===== config.mk =====
export PLATFORM = sky130hd
export DESIGN_NAME = lphm_ctrl
export DESIGN_NICKNAME = d
export VERILOG_FILES = /design/src/rtl/lphm_pkg.sv /design/src/rtl/lphm_ctrl.sv
export SDC_FILE = /design/constraint.sdc
export NUM_CORES = 1
export LEC_CHECK = 0
export ABC_AREA = 1
export BUFFER_PORTS_ARGS = -buffer_cell sky130_fd_sc_hd__buf_2
export CORE_AREA = 2 2 39 41
export DETAILED_ROUTE_END_ITERATION = 10
export DIE_AREA = 0 0 41 43
export GPL_TIMING_DRIVEN = 0
export SYNTH_ARGS = -nofsm -noshare
export SYNTH_HDL_FRONTEND = slang
export SYNTH_SLANG_ARGS = --single-unit

===== constraint.sdc =====
create_clock -name i_clk -period 1.2 [get_ports i_clk]
set_input_delay 0.18 -clock i_clk [delete_from_list [all_inputs] [get_ports i_clk]]
set_output_delay 0.18 -clock i_clk [all_outputs]
set_load 0.01 [all_outputs]

===== src/rtl/lphm_pkg.sv =====
// ============================================================================
// Linear probe hash map package
// Shared widths, codes, state encoding and controller/datapath bundles.
// ============================================================================
package lphm_pkg;

    localparam int KEY_W  = 32;
    localparam int VAL_W  = 32;
    localparam int SIZE_W = 4;
    localparam int STAT_W = 2;

    // Multiplicative hash constant; the home slot is the low bits of key * HASH_MULT.
    localparam logic [31:0] HASH_MULT = 32'd2654435761;

    localparam logic [SIZE_W-1:0] SIZE_RESET = 4'd10;

    // Operation codes carried in the func field.
    localparam logic FUNC_GET = 1'b0;
    localparam logic FUNC_PUT = 1'b1;

    typedef enum logic [STAT_W-1:0] {
        ST_HIT  = 2'd0,
        ST_MISS = 2'd1,
        ST_NEW  = 2'd2,
        ST_FULL = 2'd3
    } t_status;

    typedef enum logic [2:0] {
        S_CLEAR,
        S_IDLE,
        S_HASH,
        S_READ,
        S_CHECK
    } t_state;

    // Commands from the controller to the datapath.
    typedef struct packed {
        logic load_item;
        logic load_hash;
        logic advance;
        logic clear_step;
        logic commit;
    } t_dp_cmd;

    // Status from the datapath back to the controller.
    typedef struct packed {
        logic hit;
        logic free;
        logic last_probe;
        logic clear_done;
        logic out_busy;
    } t_dp_stat;

endpackage


===== src/rtl/lphm_ctrl.sv =====
// ============================================================================
// Linear probe hash map controller
// Sequences the clearing pass, the hash step and the probe loop.
// ============================================================================
module lphm_ctrl (
    input  logic               i_clk,
    input  logic               i_rst_n,
    input  logic               i_in_valid,
    output logic               o_in_ready,
    input  lphm_pkg::t_dp_stat i_stat,
    output lphm_pkg::t_dp_cmd  o_cmd
);
    import lphm_pkg::*;

    t_state r_state;
    t_state n_state;

    always_ff @(posedge i_clk) begin
        if (!i_rst_n) begin
            r_state <= S_CLEAR;
        end else begin
            r_state <= n_state;
        end
    end

    always_comb begin
        n_state    = r_state;
        o_cmd      = '0;
        o_in_ready = 1'b0;
        unique case (r_state)
            S_CLEAR: begin
                o_cmd.clear_step = 1'b1;
                if (i_stat.clear_done) begin
                    n_state = S_IDLE;
                end
            end
            S_IDLE: begin
                o_in_ready = 1'b1;
                if (i_in_valid) begin
                    o_cmd.load_item = 1'b1;
                    n_state         = S_HASH;
                end
            end
            S_HASH: begin
                o_cmd.load_hash = 1'b1;
                n_state         = S_READ;
            end
            S_READ: begin
                n_state = S_CHECK;
            end
            S_CHECK: begin
                // The probe ends on a match, a free slot or the last slot in use.
                if (i_stat.hit || i_stat.free || i_stat.last_probe) begin
                    if (!i_stat.out_busy) begin
                        o_cmd.commit = 1'b1;
                        n_state      = S_IDLE;
                    end
                end else begin
                    o_cmd.advance = 1'b1;
                    n_state       = S_READ;
                end
            end
            default: begin
                n_state = S_CLEAR;
            end
        endcase
    end

endmodule


Word level (Yosys, flattened, before mapping)
Cells that the tools add are included.

Flip-flop bits (word level): 3. Input port bits: 8. Output and inout bits: 6. Word-level logic and storage cells: 27.

Eq/ne operators: 7. Multiplexer cells: 15. Reductions and logical operators: 4.

Operators with widths (count): $pmux 3 s5 (1); $mux 3 (4); $mux 1 (10); $eq 3x2->1 const B (2); $ne 2x2->1 const B (2); $eq 3x1->1 const B (1); $eq 3x3->1 const B (1); $logic_not 3->1 (1); $ne 3x3->1 const B (1); $reduce_and 3->1 (1); $logic_or 1x1->1 (2).

Logic depth before layout (Yosys ltp)
Word-level depth: 4. Mapped depth: 7. Depth with buffers taken out: 7.

Worst setup path before layout
No wires, ideal clock.

Path type: reg-to-output. Start point: register r_state[0]. End point: output o_cmd[0] in the netlist's numbering. Data arrival time: 892 ps. Required time: 1020 ps. Slack: 128 ps. Stages on the path, launching flop included: 4. Buffers on the path: 0. Cell sequence: dfxtp_1 nor2_2 nand2_2 nor3b_1.

RTL lines: start: declaration (RTL line lphm_ctrl.sv:15) `t_state r_state;`; start signal: assignment (RTL line lphm_ctrl.sv:22) `r_state <= n_state;`; end: declaration (RTL line lphm_ctrl.sv:11) `output lphm_pkg::t_dp_cmd o_cmd`.

==> results.md <==
* Hold Crit Start: i_rst_n
* Sequential cell fraction of total power at between 20% and 30%
* Final WS setup at -0.0475 ns
* Initial antenna violation count at 0
* Placed Instances at between 60 and 70
* Final setup fails at 2
* Worst hold endpoint: r_state[2]
* Root buf cell: clkbuf_4
* Net switching power at approximately 130 µW
* Hold Path Class: in2reg
* CTS buffer count at 3
* Layout fillers at between 150 and 200
* Crit share post-route at 104%
* Final max-slew violation count at 0
* Die area at approximately 0.0018 mm²
* Max incr delay on CP at roughly 0.34 ns
* Min Tclk post-route at about 1.2 ns
* Seq/Total Area, Yosys at a little over a quarter
* Clock skew at around 0.0027 ns
* Worst-path cell chain: nor2_4 > nand2_4 > nor3b_2 > buf_2
* Worst slew margin at 87.1%
* Post-DP Area at 315 µm²
* Internal at around 310 µW
* First-pass GRT wire length at just under 1000 µm
* #FFs+latches synth at 3
* Comb pwr share at 34.1%
* Max reg flops at 3
* Area delta synth->final at 85.3%
* Slew of the pin with the lowest slew margin at approximately 0.19 ns
* LEAKAGE at between 0.2 and 0.25 nW
* GRT Overall Usage at between 8 and 9%
* CORE AREA at about 0.0014 mm²
* Met1 global-route usage at 9.29%
* Reg2Reg Depth at 7
* Setup TNS Final at -0.0541 ns
* Final nets at 70
* Initial DRC count at 1
* CP startpoint kind: register
* Crit path arrival time at roughly 1.1 ns
* Clk pwr share at between 30% and 40%
* Via density at approximately 4
* Mapped Cells at 39
* Ports at 14
* Met3 Usage GRT at ~3.1%
* R2R Path Start: r_state[0]
* Violated checks: setup timing
* Maximum VDD drop at around 0.00039 V
* CTS Sinks at 3
* Share of cells above drive strength 1 at between 50% and 60%
* CTS Buffer Depth at 2
* Status: finished with violations
* Net Sw Frac at between 20% and 30%
* Synth warn at 0
* Residual DRC at 0
* Worst hold path cell count at 3
* Final ANT Viol Nets at 0
* Mean Syn Cell Area at around 5.9 µm²
* Clock transition at path regs at 0.04 ns
* Final instance area at ~430 µm²
* Top delay family on crit path: simple AND/OR/NAND/NOR gates
* PortBufs at 13
* Worst reg2reg setup slack at 0.08 ns
* Levels on crit path at 4
* Critical path fanouts, max at 5
* Grt ovf at 0
* Finished Layout Cells at 77
* Commonest non-fill, non-tap cell in the layout: buf_2
* Synth unique cells at 14
* Synth top area share at 26.1%
* CP Buf/Inv Count at 1
* N_diodes at 0
* CTS HTree Levels at 1
* CP max-delay cell: dfxtp_2
* WL final at roughly 590 µm
* Routed WL per cell at 7.69 µm
* Worst r2r dst: r_state[1]
* Worst-Skew Late Latency at about 0.23 ns
* CP required at between 1 and 1.5 ns
* Met2 GRT Util at between 10% and 20%
* Post-DP HPWL at 427 µm
* Top post-synthesis cells by area: dfxtp_1, nor2_1, inv_1
* Vias at 303
* Commonest non-fill, non-tap cells in the layout: buf_2, nor2_1, inv_1, nand2_1, buf_4
* Syn Nets at 47
* Fin. Hold Viols at 0
* Vias in the first global route at 250
* Biggest register: r_state
* Drt pass-1 iters at 2
* Initial core utilization at ~17%
* F_max at approximately 800 MHz
* CTS tree: built
* DIE HEIGHT at between 40 and 50 µm
* Pwr Total at 448 µW
* Maxcap violations at 0
* Row cnt at 14
* Synth area leader: dfxtp_1
* GPL Wtd Cong at just over 0.6
* GR peak layer: met2
* Die Wd at approximately 40 µm
* Crit Path Category: reg2out
* Largest net degree at the start of global routing at 6
* Top Registers: r_state: 3 flops
* Critical Path Sink Type: output port
* RSZ-0062 raised after global routing: true
* Cell Pwr Density at about 1100 mW/mm²
* Post-Synthesis Cell Area at 230 µm²
[how the worst max path moves through the flow]
| stage | from | endpoint |
|---|---|---|
| finish | r_state[1] | o_cmd[0] |
| global route | r_state[1] | o_cmd[0] |
| CTS | r_state[0] | o_cmd[0] |
| detailed placement | r_state[0] | o_cmd[0] |
| global placement | r_state[0] | o_cmd[0] |
| floorplan | r_state[0] | o_cmd[0] |
[Yosys cell counts (all sizes together)]
| library cell | count |
|---|---|
| a21oi | 1 |
| dfxtp | 3 |
| inv | 7 |
| nand2 | 7 |
| nand3b | 2 |
| nor2 | 14 |
| nor3b | 1 |
| o21ai | 3 |
| or2 | 1 |
[cell families after synthesis]
kind of cell	Yosys count	share of synthesized area, %
compound gates	4	8.69
buf+inv	7	11.4
flops	3	26.1
simple gates	25	53.8
[worst reg2reg max path, delay by kind of cell, from the launching register on]
| family | cells | cell delay, ns |
|---|---|---|
| and+or+nand+nor | 4 | 0.39 |
| DFF | 1 | 0.35 |
| buffers and inverters | 2 | 0.22 |
| AOI/OAI and AO/OA | 1 | 0.05 |
[power groups by stage]
| stage | clock network (mW) | logic, mW | registers [mW] |
|---|---|---|---|
| floorplan | 0 | 0.0676 | 0.119 |
| global placement | 0 | 0.102 | 0.120 |
| detailed placement | 0 | 0.103 | 0.121 |
| CTS | 0.186 | 0.137 | 0.121 |
| global route | 0.202 | 0.175 | 0.121 |
| finish | 0.176 | 0.153 | 0.120 |
[layer usage]
layer  part of all wire (%)  up-vias
met4                      0        0
met1                     38      132
li1                       -      161
met3                    9.3        0
met5                      0        -
met2                     52       10
[area by class of cell]
cell class,count,area [µm²],area share (%)
Inverter,7,28.8,6.74
Tap cell,16,20.0,4.69
Timing Repair Buffer,18,113,26.4
Multi-Input combinational cell,29,170,39.9
Sequential cell,3,68.8,16.1
Clock buffer,4,26.3,6.16
[per-stage QoR]
| stage | hold WS [ns] | worst slack, ns | util, % |
|---|---|---|---|
| 3_5_place_dp | 0.441 | 0.0835 | 22.8 |
| 4_1_cts | 0.196 | -0.0578 | 28.9 |
| 3_3_place_gp | 0.432 | 0.0967 | 22.8 |
| 6_report | 0.195 | -0.0475 | 30.8 |
| 2_1_floorplan | 0.332 | 0.128 | - |
| 5_1_grt | 0.219 | -0.0992 | 30.8 |
[what timing repair did]
action / CTS / global route
hold buffers: 0 / 0
endpoints found under the hold margin: 0 / 0
setup endpoints to repair: 4 / 6
resized for setup: 10 / 4
setup buffers: 3 / 2
pin swaps: 1 / 2
(Power assumes the default switching activity.)
